==> config.mk <==
export PLATFORM = sky130hd
export DESIGN_NAME = rational_arithmetic_unit_flat
export DESIGN_NICKNAME = d
export VERILOG_FILES = /design/src/hdl/rau_pkg.sv /design/src/hdl/rau_if.sv /design/src/hdl/rational_arithmetic_unit.sv /design/src/hdl/rau_mul.sv /design/src/hdl/rau_div.sv /design/src/flat_wrapper.sv
export SDC_FILE = /design/constraint.sdc
export NUM_CORES = 1
export LEC_CHECK = 0
export ABC_CLOCK_PERIOD_IN_PS = 6600
export BUFFER_PORTS_ARGS = -buffer_cell sky130_fd_sc_hd__buf_2
export CAP_MARGIN = 20
export CORE_ASPECT_RATIO = 0.9
export CORE_UTILIZATION = 40
export CTS_BUF_LIST = sky130_fd_sc_hd__clkbuf_4 sky130_fd_sc_hd__clkbuf_8
export CTS_CLUSTER_SIZE = 8
export DETAILED_ROUTE_END_ITERATION = 10
export PLACE_DENSITY = 0.6
export SKIP_CTS_REPAIR_TIMING = 1
export SLEW_MARGIN = 20
export SYNTH_ARGS = -nofsm -noshare
export SYNTH_HDL_FRONTEND = slang
export SYNTH_HIERARCHICAL = 1
export SYNTH_SLANG_ARGS = --single-unit
==> constraint.sdc <==
create_clock -name i_clk -period 6.6 [get_ports i_clk]
set_input_delay 1.32 -clock i_clk [delete_from_list [all_inputs] [get_ports i_clk]]
set_output_delay 1.32 -clock i_clk [all_outputs]
set_load 0.005 [all_outputs]
==> src/hdl/rau_pkg.sv <==
// ---------------------------------------------------------------------------
// rau_pkg
// Shared constants, types and codes for the rational arithmetic unit.
// ---------------------------------------------------------------------------
package rau_pkg;

    localparam int OPERAND_WIDTH_DEF = 16;
    localparam int NUM_OUT_WIDTH     = 33;
    localparam int DEN_OUT_WIDTH     = 31;

    typedef enum logic [1:0] {
        OP_ADD = 2'd0,
        OP_SUB = 2'd1,
        OP_MUL = 2'd2,
        OP_DIV = 2'd3
    } t_op;

    typedef enum logic [2:0] {
        ST_IDLE,
        ST_MUL,
        ST_SUM,
        ST_GCD,
        ST_DIVN,
        ST_DIVD,
        ST_OUT
    } t_state;

endpackage

==> src/hdl/rau_if.sv <==
// ---------------------------------------------------------------------------
// rau_in_if / rau_out_if
// Valid/ready channels carrying input and result items.
// ---------------------------------------------------------------------------
interface rau_in_if #(parameter int W = 16);
    logic           valid;
    logic           ready;
    logic [1:0]     operation;
    logic signed [W-1:0] a_num;
    logic signed [W-1:0] a_den;
    logic signed [W-1:0] b_num;
    logic signed [W-1:0] b_den;
    modport source (output valid, operation, a_num, a_den, b_num, b_den, input ready);
    modport sink   (input valid, operation, a_num, a_den, b_num, b_den, output ready);
endinterface

interface rau_out_if;
    logic               valid;
    logic               ready;
    logic signed [32:0] result_num;
    logic [30:0]        result_den;
    logic               div_by_zero;
    modport source (output valid, result_num, result_den, div_by_zero, input ready);
    modport sink   (input valid, result_num, result_den, div_by_zero, output ready);
endinterface

==> src/hdl/rational_arithmetic_unit.sv <==
// ---------------------------------------------------------------------------
// rational_arithmetic_unit
// Adds, subtracts, multiplies or divides two fractions, reduced by gcd.
// ---------------------------------------------------------------------------
// Each item runs serial products (3 for add and subtract, 2 otherwise), then
// Euclid steps, before its result is valid.
// Each Euclid step and the two final divisions run the serial divider.
// One item at a time: the next item is taken in idle, entered as the result
// is registered; a result left waiting stalls only the next item's output.
// Synchronous active-low reset returns the sequencer to idle, output empty.
module rational_arithmetic_unit
    import rau_pkg::*;
#(
    parameter int OPERAND_WIDTH = OPERAND_WIDTH_DEF
) (
    input  logic      i_clk,
    input  logic      i_rst_n,
    rau_in_if.sink    i_in,
    rau_out_if.source o_out
);
    localparam int W  = OPERAND_WIDTH;
    localparam int PW = 2 * W;
    localparam int DW = PW + 1;

    t_state r_state, n_state;
    t_op    r_op;
    logic   r_mstep, n_mstep;   // 0: first product pair, 1: second pair
    logic   r_dstep, n_dstep;   // add/subtract: denominator product pending

    // operand magnitudes and signs
    logic [W-1:0] r_an, r_ad, r_bn, r_bd;
    logic         r_san, r_sad, r_sbn, r_sbd;

    logic [PW-1:0] r_p0;        // first product
    logic [DW-1:0] r_nmag, r_dmag, r_gx, r_gy, r_rn;
    logic          r_nneg, r_dneg;

    logic          r_ovalid;
    logic [32:0]   r_onum;
    logic [30:0]   r_oden;
    logic          r_oflag;

    logic          w_mul_start, w_mul_busy, w_div_start, w_div_busy;
    logic [W-1:0]  w_mx, w_my;
    logic [PW-1:0] w_prod;
    logic [DW-1:0] w_dvd, w_dvs, w_q, w_r;

    function automatic logic [W-1:0] f_mag(input logic [W-1:0] v);
        f_mag = v[W-1] ? (~v + 1'b1) : v;
    endfunction

    // multiplier operand select
    always_comb begin
        w_mx = r_an;
        w_my = r_bd;
        unique case (r_op)
            OP_ADD, OP_SUB: begin
                w_mx = r_dstep ? r_ad : (r_mstep ? r_bn : r_an);
                w_my = r_dstep ? r_bd : (r_mstep ? r_ad : r_bd);
            end
            OP_MUL: begin
                w_mx = r_mstep ? r_ad : r_an;
                w_my = r_mstep ? r_bd : r_bn;
            end
            OP_DIV: begin
                w_mx = r_mstep ? r_ad : r_an;
                w_my = r_mstep ? r_bn : r_bd;
            end
            default: ;
        endcase
    end

    rau_mul #(.W(W)) u_mul (
        .i_clk(i_clk), .i_rst_n(i_rst_n), .i_start(w_mul_start),
        .i_x(w_mx), .i_y(w_my), .o_busy(w_mul_busy), .o_prod(w_prod)
    );

    rau_div #(.DW(DW)) u_div (
        .i_clk(i_clk), .i_rst_n(i_rst_n), .i_start(w_div_start),
        .i_dividend(w_dvd), .i_divisor(w_dvs), .o_busy(w_div_busy),
        .o_quot(w_q), .o_rem(w_r)
    );

    assign i_in.ready = (r_state == ST_IDLE);

    // sequencer
    always_comb begin
        n_state     = r_state;
        n_mstep     = r_mstep;
        n_dstep     = r_dstep;
        w_mul_start = 1'b0;
        w_div_start = 1'b0;
        w_dvd       = r_gx;
        w_dvs       = r_gy;
        unique case (r_state)
            ST_IDLE: if (i_in.valid) begin
                n_state = ST_MUL;
                n_mstep = 1'b0;
                n_dstep = 1'b0;
            end
            ST_MUL: begin
                w_mul_start = 1'b1;
                n_state     = ST_SUM;
            end
            ST_SUM: if (!w_mul_busy) begin
                if (!r_mstep) begin
                    n_mstep = 1'b1;
                    n_state = ST_MUL;
                end else if ((r_op == OP_ADD || r_op == OP_SUB) && !r_dstep) begin
                    // denominator product still to come
                    n_dstep = 1'b1;
                    n_state = ST_MUL;
                end else begin
                    n_mstep = 1'b0;
                    n_dstep = 1'b0;
                    n_state = ST_GCD;
                end
            end
            ST_GCD: begin
                // gcd in r_gx while r_gy is zero
                if (r_dmag == '0 || r_nmag == '0 || r_gy == '0) begin
                    if (r_dmag == '0 || r_nmag == '0) begin
                        n_state = ST_OUT;
                    end else begin
                        w_dvd       = r_nmag;
                        w_dvs       = r_gx;
                        w_div_start = 1'b1;
                        n_state     = ST_DIVN;
                    end
                end else if (!w_div_busy && !r_mstep) begin
                    w_div_start = 1'b1;
                    n_mstep     = 1'b1;
                end else if (!w_div_busy) begin
                    n_mstep = 1'b0;
                end
            end
            ST_DIVN: if (!w_div_busy) begin
                w_dvd       = r_dmag;
                w_dvs       = r_gx;
                w_div_start = 1'b1;
                n_state     = ST_DIVD;
            end
            ST_DIVD: if (!w_div_busy) n_state = ST_OUT;
            ST_OUT:  if (!r_ovalid || o_out.ready) n_state = ST_IDLE;
            default: n_state = ST_IDLE;
        endcase
    end

    // signed combine of the two products
    logic [DW-1:0] w_pa, w_pb, w_sum;
    logic          w_sa, w_sb, w_sneg;
    always_comb begin
        w_pa = {1'b0, r_p0};
        w_pb = {1'b0, w_prod};
        w_sa = (r_san ^ r_sbd) && (r_p0 != '0);
        w_sb = (r_sbn ^ r_sad) && (w_prod != '0);
        if (r_op == OP_SUB) w_sb = !w_sb && (w_prod != '0);
        if (w_sa == w_sb) begin
            w_sum  = w_pa + w_pb;
            w_sneg = w_sa;
        end else if (w_pa >= w_pb) begin
            w_sum  = w_pa - w_pb;
            w_sneg = w_sa;
        end else begin
            w_sum  = w_pb - w_pa;
            w_sneg = w_sb;
        end
        if (w_sum == '0) w_sneg = 1'b0;
    end

    always_ff @(posedge i_clk) begin
        if (!i_rst_n) begin
            r_state  <= ST_IDLE;
            r_mstep  <= 1'b0;
            r_dstep  <= 1'b0;
            r_ovalid <= 1'b0;
        end else begin
            r_state  <= n_state;
            r_mstep  <= n_mstep;
            r_dstep  <= n_dstep;
            r_ovalid <= (r_state == ST_OUT && (!r_ovalid || o_out.ready)) ? 1'b1 :
                        (o_out.ready ? 1'b0 : r_ovalid);
        end

        if (r_state == ST_IDLE && i_in.valid) begin
            r_op  <= t_op'(i_in.operation);
            r_an  <= f_mag(i_in.a_num);  r_san <= i_in.a_num[W-1];
            r_ad  <= f_mag(i_in.a_den);  r_sad <= i_in.a_den[W-1];
            r_bn  <= f_mag(i_in.b_num);  r_sbn <= i_in.b_num[W-1];
            r_bd  <= f_mag(i_in.b_den);  r_sbd <= i_in.b_den[W-1];
        end

        // collect products, form n and d
        if (r_state == ST_SUM && !w_mul_busy) begin
            if (!r_mstep) begin
                r_p0 <= w_prod;
            end else if (r_op == OP_ADD || r_op == OP_SUB) begin
                if (!r_dstep) begin
                    r_nmag <= w_sum;
                    r_nneg <= w_sneg;
                    r_gx   <= w_sum;
                end else begin
                    r_dmag <= {1'b0, w_prod};
                    r_dneg <= r_sad ^ r_sbd;
                    r_gy   <= {1'b0, w_prod};
                end
            end else begin
                r_nmag <= {1'b0, r_p0};
                r_dmag <= {1'b0, w_prod};
                r_gx   <= {1'b0, r_p0};
                r_gy   <= {1'b0, w_prod};
                if (r_op == OP_MUL) begin
                    r_nneg <= r_san ^ r_sbn;
                    r_dneg <= r_sad ^ r_sbd;
                end else begin
                    r_nneg <= r_san ^ r_sbd;
                    r_dneg <= r_sad ^ r_sbn;
                end
            end
        end

        // Euclid step: x, y <- y, x mod y
        if (r_state == ST_GCD && r_gy != '0 && !w_div_busy && r_mstep) begin
            r_gx <= r_gy;
            r_gy <= w_r;
        end
        if (r_state == ST_DIVN && !w_div_busy) r_rn <= w_q;

        // result register
        if (r_state == ST_OUT && (!r_ovalid || o_out.ready)) begin
            if (r_dmag == '0) begin
                r_onum  <= '0;
                r_oden  <= '0;
                r_oflag <= 1'b1;
            end else if (r_nmag == '0) begin
                r_onum  <= '0;
                r_oden  <= 31'd1;
                r_oflag <= 1'b0;
            end else begin
                r_onum  <= (r_nneg ^ r_dneg) ? 33'(~r_rn + 1'b1) : 33'(r_rn);
                r_oden  <= 31'(w_q);
                r_oflag <= 1'b0;
            end
        end
    end

    assign o_out.valid       = r_ovalid;
    assign o_out.result_num  = r_onum;
    assign o_out.result_den  = r_oden;
    assign o_out.div_by_zero = r_oflag;

    // checks
    a_busy_idle: assert property (@(posedge i_clk) disable iff (!i_rst_n)
        (r_state == ST_IDLE) |-> !w_div_busy)
        else $error("divider busy while idle");
    a_flag_zero: assert property (@(posedge i_clk) disable iff (!i_rst_n)
        (o_out.valid && o_out.div_by_zero) |-> (o_out.result_den == '0))
        else $error("flagged result with denominator");
    a_den_pos: assert property (@(posedge i_clk) disable iff (!i_rst_n)
        (o_out.valid && !o_out.div_by_zero) |-> (o_out.result_den != '0))
        else $error("zero denominator without flag");
endmodule

==> src/hdl/rau_mul.sv <==
// ---------------------------------------------------------------------------
// rau_mul
// Bit-serial unsigned multiplier: one multiplier bit per cycle, shift-add.
// ---------------------------------------------------------------------------
module rau_mul
    import rau_pkg::*;
#(
    parameter int W = OPERAND_WIDTH_DEF
) (
    input  logic           i_clk,
    input  logic           i_rst_n,
    input  logic           i_start,
    input  logic [W-1:0]   i_x,
    input  logic [W-1:0]   i_y,
    output logic           o_busy,
    output logic [2*W-1:0] o_prod
);
    localparam int CW = $clog2(W + 1);

    logic [2*W-1:0] r_acc, n_acc;
    logic [2*W-1:0] r_mcand, n_mcand;
    logic [W-1:0]   r_mplier, n_mplier;
    logic [CW-1:0]  r_cnt, n_cnt;

    // shift-add step
    always_comb begin
        n_acc    = r_acc;
        n_mcand  = r_mcand;
        n_mplier = r_mplier;
        n_cnt    = r_cnt;
        if (i_start) begin
            n_acc    = '0;
            n_mcand  = {{W{1'b0}}, i_x};
            n_mplier = i_y;
            n_cnt    = CW'(W);
        end else if (r_cnt != '0) begin
            if (r_mplier[0]) n_acc = r_acc + r_mcand;
            n_mcand  = {r_mcand[2*W-2:0], 1'b0};
            n_mplier = {1'b0, r_mplier[W-1:1]};
            n_cnt    = r_cnt - 1'b1;
        end
    end

    always_ff @(posedge i_clk) begin
        if (!i_rst_n) begin
            r_cnt <= '0;
        end else begin
            r_cnt <= n_cnt;
        end
        r_acc    <= n_acc;
        r_mcand  <= n_mcand;
        r_mplier <= n_mplier;
    end

    assign o_busy = (r_cnt != '0);
    assign o_prod = r_acc;
endmodule

==> src/hdl/rau_div.sv <==
// ---------------------------------------------------------------------------
// rau_div
// Restoring bit-serial divider: one quotient bit per cycle, gives q and r.
// ---------------------------------------------------------------------------
module rau_div
    import rau_pkg::*;
#(
    parameter int DW = 2 * OPERAND_WIDTH_DEF + 1
) (
    input  logic          i_clk,
    input  logic          i_rst_n,
    input  logic          i_start,
    input  logic [DW-1:0] i_dividend,
    input  logic [DW-1:0] i_divisor,
    output logic          o_busy,
    output logic [DW-1:0] o_quot,
    output logic [DW-1:0] o_rem
);
    localparam int CW = $clog2(DW + 1);

    logic [DW-1:0] r_q, n_q;
    logic [DW-1:0] r_r, n_r;
    logic [DW-1:0] r_d, n_d;
    logic [CW-1:0] r_cnt, n_cnt;
    logic [DW:0]   w_trial;

    // one restoring step
    always_comb begin
        n_q     = r_q;
        n_r     = r_r;
        n_d     = r_d;
        n_cnt   = r_cnt;
        w_trial = {r_r, r_q[DW-1]} - {1'b0, r_d};
        if (i_start) begin
            n_q   = i_dividend;
            n_r   = '0;
            n_d   = i_divisor;
            n_cnt = CW'(DW);
        end else if (r_cnt != '0) begin
            if (!w_trial[DW]) begin
                n_r = w_trial[DW-1:0];
                n_q = {r_q[DW-2:0], 1'b1};
            end else begin
                n_r = {r_r[DW-2:0], r_q[DW-1]};
                n_q = {r_q[DW-2:0], 1'b0};
            end
            n_cnt = r_cnt - 1'b1;
        end
    end

    always_ff @(posedge i_clk) begin
        if (!i_rst_n) begin
            r_cnt <= '0;
        end else begin
            r_cnt <= n_cnt;
        end
        r_q <= n_q;
        r_r <= n_r;
        r_d <= n_d;
    end

    assign o_busy = (r_cnt != '0);
    assign o_quot = r_q;
    assign o_rem  = r_r;
endmodule
==> src/flat_wrapper.sv <==
// flat-port wrapper written by rule: the top's interface ports become plain ports
module rational_arithmetic_unit_flat import rau_pkg::*;
#(
    parameter int OPERAND_WIDTH = OPERAND_WIDTH_DEF
)
  (i_clk, i_rst_n, i_in_valid, i_in_operation, i_in_a_num, i_in_a_den, i_in_b_num, i_in_b_den, i_in_ready, o_out_valid, o_out_result_num, o_out_result_den, o_out_div_by_zero, o_out_ready);
  rau_in_if i_in_i ();
  rau_out_if o_out_i ();
  input  logic i_clk;
  input  logic i_rst_n;
  input wire logic [$bits(i_in_i.valid)-1:0] i_in_valid;
  input wire logic [$bits(i_in_i.operation)-1:0] i_in_operation;
  input wire logic [$bits(i_in_i.a_num)-1:0] i_in_a_num;
  input wire logic [$bits(i_in_i.a_den)-1:0] i_in_a_den;
  input wire logic [$bits(i_in_i.b_num)-1:0] i_in_b_num;
  input wire logic [$bits(i_in_i.b_den)-1:0] i_in_b_den;
  output wire logic [$bits(i_in_i.ready)-1:0] i_in_ready;
  output wire logic [$bits(o_out_i.valid)-1:0] o_out_valid;
  output wire logic [$bits(o_out_i.result_num)-1:0] o_out_result_num;
  output wire logic [$bits(o_out_i.result_den)-1:0] o_out_result_den;
  output wire logic [$bits(o_out_i.div_by_zero)-1:0] o_out_div_by_zero;
  input wire logic [$bits(o_out_i.ready)-1:0] o_out_ready;
  assign i_in_i.valid = i_in_valid;
  assign i_in_i.operation = i_in_operation;
  assign i_in_i.a_num = i_in_a_num;
  assign i_in_i.a_den = i_in_a_den;
  assign i_in_i.b_num = i_in_b_num;
  assign i_in_i.b_den = i_in_b_den;
  assign i_in_ready = i_in_i.ready;
  assign o_out_valid = o_out_i.valid;
  assign o_out_result_num = o_out_i.result_num;
  assign o_out_result_den = o_out_i.result_den;
  assign o_out_div_by_zero = o_out_i.div_by_zero;
  assign o_out_i.ready = o_out_ready;
  rational_arithmetic_unit #(.OPERAND_WIDTH(OPERAND_WIDTH)) u_core (.i_clk(i_clk), .i_rst_n(i_rst_n), .i_in(i_in_i), .o_out(o_out_i));
endmodule
==> results.toml <==
[floorplanning]
ios = 137
die_y_um = 273.9
start_util = 0.4050
dieArea_um2 = 83300
die_x_um = 304.1
coreArea_um2 = 81130
rows = 99

[critical_path]
critical_path_class = "reg -> reg"
reg2reg_to = "u_core/r_nneg$_DFFE_PP_"
cp-start-kind = "register"
crit_fanout = 20
reg2regPathDepth = 14
cpMostUsedCell = "or4b_1"
cp_slowest_cell = "o211ai_2"
worst_path_largest_cell_delay_ps = 850
r2r_setup_slack_ps = 960
endpoint_kind = "register"
cp.required_ps = 7030
crit_chain = "inv_1 -> ha_1 -> nand4_1 -> or2_1 -> nor3_2 -> a221oi_2 -> o211ai_2 -> nor2_2 -> a311oi_2 -> xnor2_1 -> or4b_1 -> or4b_1 -> nor4b_2 -> a31oi_1"
cp.arrival_ps = 6070
regToRegStartpoint = "u_core/r_p0[19]$_DFFE_PP_"

[sta]
fin_setup_tns_ps = 0
rsz0062_at_grt = "false"
max_freq_mhz = 177.4
hold_violations = 0
fin_worst_skew_ps = 41.27
relSlewSlack = 0.2827
final.min_clock_period_ps = 5637
setup_viol = 0
drv_slew = 0
tightest_slew_ps = 1073
period_share = 0.8542
hold_slack_ps = 455.8

[detailed_routing]
via_per_inst = 5.822
vias = 26926
wl_um = 108000
drc = 0
final_antenna_net_count = 0
drt_iter0_drc = 2983
dr.pass1.iters = 9
detail_route.wl_per_cell_um = 23.35

[status]
outcome = "complete, no violations"

[synthesis]
synth_area_leaders = "edfxtp_1 39%, ha_1 6.4%, dfxtp_1 6.0%"
synth_cell_types = 121
synth-edff-count = 431
synth_nets = 3619
ys_seq_elements = 529
ys_seq_area_frac = 0.4536
synth_top_area_frac = 0.3939
yosys-top-cells-count = "464 x nand2_1, 431 x edfxtp_1, 246 x a21oi_1"
synthesis.area_um2 = 32860
postSynthCellCount = 3376
ys.flop_type = "edfxtp_1"
synth_top_area_cell = "edfxtp_1"
yosysWarnings = 6
syn_area_per_cell_um2 = 9.733
synth-async-reset-ratio = 0
synth_most_common_cell = "nand2_1"

[grt]
grt_overflow = 0
grt_pass1_vias = 25281
grt_max_degree = 97
grt_first_pass_wirelength_um = 161100
grt.total_usage = 0.2551
antenna_found_initial = 3

[clock_tree]
worstSkewPairLatency_ps = 730
cts_buffers = 93
clk_transition_reported_paths_ps = 50
cts_htree_levels = 3
tritoncts = "done"
root_buffer = "clkbuf_8"
max-clock-path-buffers = 3
cts_sinks = 529

[place]
globalplace.congestion = 1.037
dp_hpwl_um = 81540
port_buffers = 136
dp_cells = 4450

[final_layout]
area_growth_pct = 11.58
drive_gt1_frac = 0.1606
final_cells = 4625
nets = 3728

[hold_path]
whs_path_depth = 0
hold_start = "u_core/u_div/o_quot[32]$_DFFE_PP_"
min_path_type = "reg -> reg"
min_to = "u_core/r_rn[32]$_DFFE_PP_"

[power_and_ir_drop]
p_leak_nw = 14.00
power.density_nw_per_um2 = 446.5
vdd_drop_max_v = 0.0002519

[job]
maxCapViolations = 0
==> kinds of logic (layout without fill, tap and decap cells) <==
group	Yosys count	count (layout)	synth area share
other	0	3	0
buffers and inverters	345	531	0.04147
muxes	145	145	0.04927
adders and majority gates	173	173	0.06702
AOI/OAI and AO/OA	894	894	0.1797
and+or+nand+nor	1118	1118	0.1620
xor gates and xnor gates	172	172	0.04699
DFF	529	529	0.4536
==> cell usage in the layout, fill, tap and decap left out, types with 50 or more instances in the layout <==
cell type    n
nand2_1    464
edfxtp_1   431
a21oi_1    246
nor2_1     224
o21ai_0    200
inv_1      169
ha_1       168
buf_2      136
mux2_2     134
xnor2_1    121
clkbuf_8   104
dfxtp_1     98
nor2b_1     56
a21o_1      56
a22oi_1     51
nor4_1      50
buf_4       50
==> worst max-delay path by stage <==
stage | from | to | slack (ps) | depth (start not counted)
2_1_floorplan | u_core/u_div/r_cnt[0]$_SDFFE_PN0P_ | u_core/u_div/o_quot[0]$_DFFE_PP_ | 2010 | 12
3_3_place_gp | u_core/u_mul/o_prod[16]$_SDFFE_PP0P_ | u_core/r_nneg$_DFFE_PP_ | 1070 | 13
3_5_place_dp | u_core/u_mul/o_prod[16]$_SDFFE_PP0P_ | u_core/r_nneg$_DFFE_PP_ | 1060 | 13
4_1_cts | u_core/u_mul/o_prod[16]$_SDFFE_PP0P_ | u_core/r_nneg$_DFFE_PP_ | 1000 | 13
5_1_grt | u_core/r_p0[19]$_DFFE_PP_ | u_core/r_nneg$_DFFE_PP_ | 740 | 14
6_report | u_core/r_p0[19]$_DFFE_PP_ | u_core/r_nneg$_DFFE_PP_ | 960 | 14
==> critical path: cells and delay by family, from the launching register on <==
kind	cells	cell delay (ps)
adders and majority gates	1	610
and+or+nand+nor	7	2590
buffers and inverters	1	80
DFF	1	510
xor gates and xnor gates	1	120
AOI/OAI and AO/OA	4	1430
==> state kept, by name (all words and copies together), names as in the netlist, 33 cells and up <==
signal	flops
u_core/r_nmag	33
u_core/r_gy	33
u_core/u_div/o_rem	33
u_core/o_out.result_num	33
u_core/u_div/o_quot	33
u_core/u_div/r_d	33
u_core/r_rn	33
u_core/r_gx	33
==> area by class of cell <==
| class | count | area, µm² |
|---|---|---|
| fillers | 7759 | 44470 |
| multi-input cells | 2502 | 16730 |
| flip-flops and latches | 529 | 14900 |
| clock buffers | 143 | 1724 |
| well taps | 1060 | 1326 |
| repair buffers | 186 | 1056 |
| inverters | 173 | 649.4 |
| clock inverters | 29 | 260.3 |
| diodes | 3 | 7.507 |
==> routing by layer <==
layer  global-route usage  up-vias  share of wire
li1                     -    12611              -
met1               0.3492    13017           0.44
met2               0.4139     1121           0.46
met5                    0        -              0
met3              0.03981      177          0.072
met4              0.08002        0          0.031
==> per-stage QoR <==
stage / cell area (µm²) / setup slack [ps] / utilization / total power, W
4_1_cts: 36650 / 996.6 / 0.4518 / 0.01629
3_3_place_gp: 34670 / 1070 / 0.4273 / 0.01304
3_5_place_dp: 34670 / 1061 / 0.4273 / 0.01301
6_report: 36660 / 962.5 / 0.4519 / 0.01637
5_1_grt: 36660 / 741.0 / 0.4518 / 0.01726
2_1_floorplan: 32860 / 2012 / - / 0.01050
==> report_power, final <==
| part | leakage (nW) | switching [W] | total [W] | internal, W |
|---|---|---|---|---|
| registers | 4.83 | 0.000806 | 0.00540 | 0.00459 |
| clock network | 1.06 | 0.00142 | 0.00322 | 0.00180 |
| logic | 8.11 | 0.00489 | 0.00775 | 0.00286 |
(Power assumes the default switching activity.)
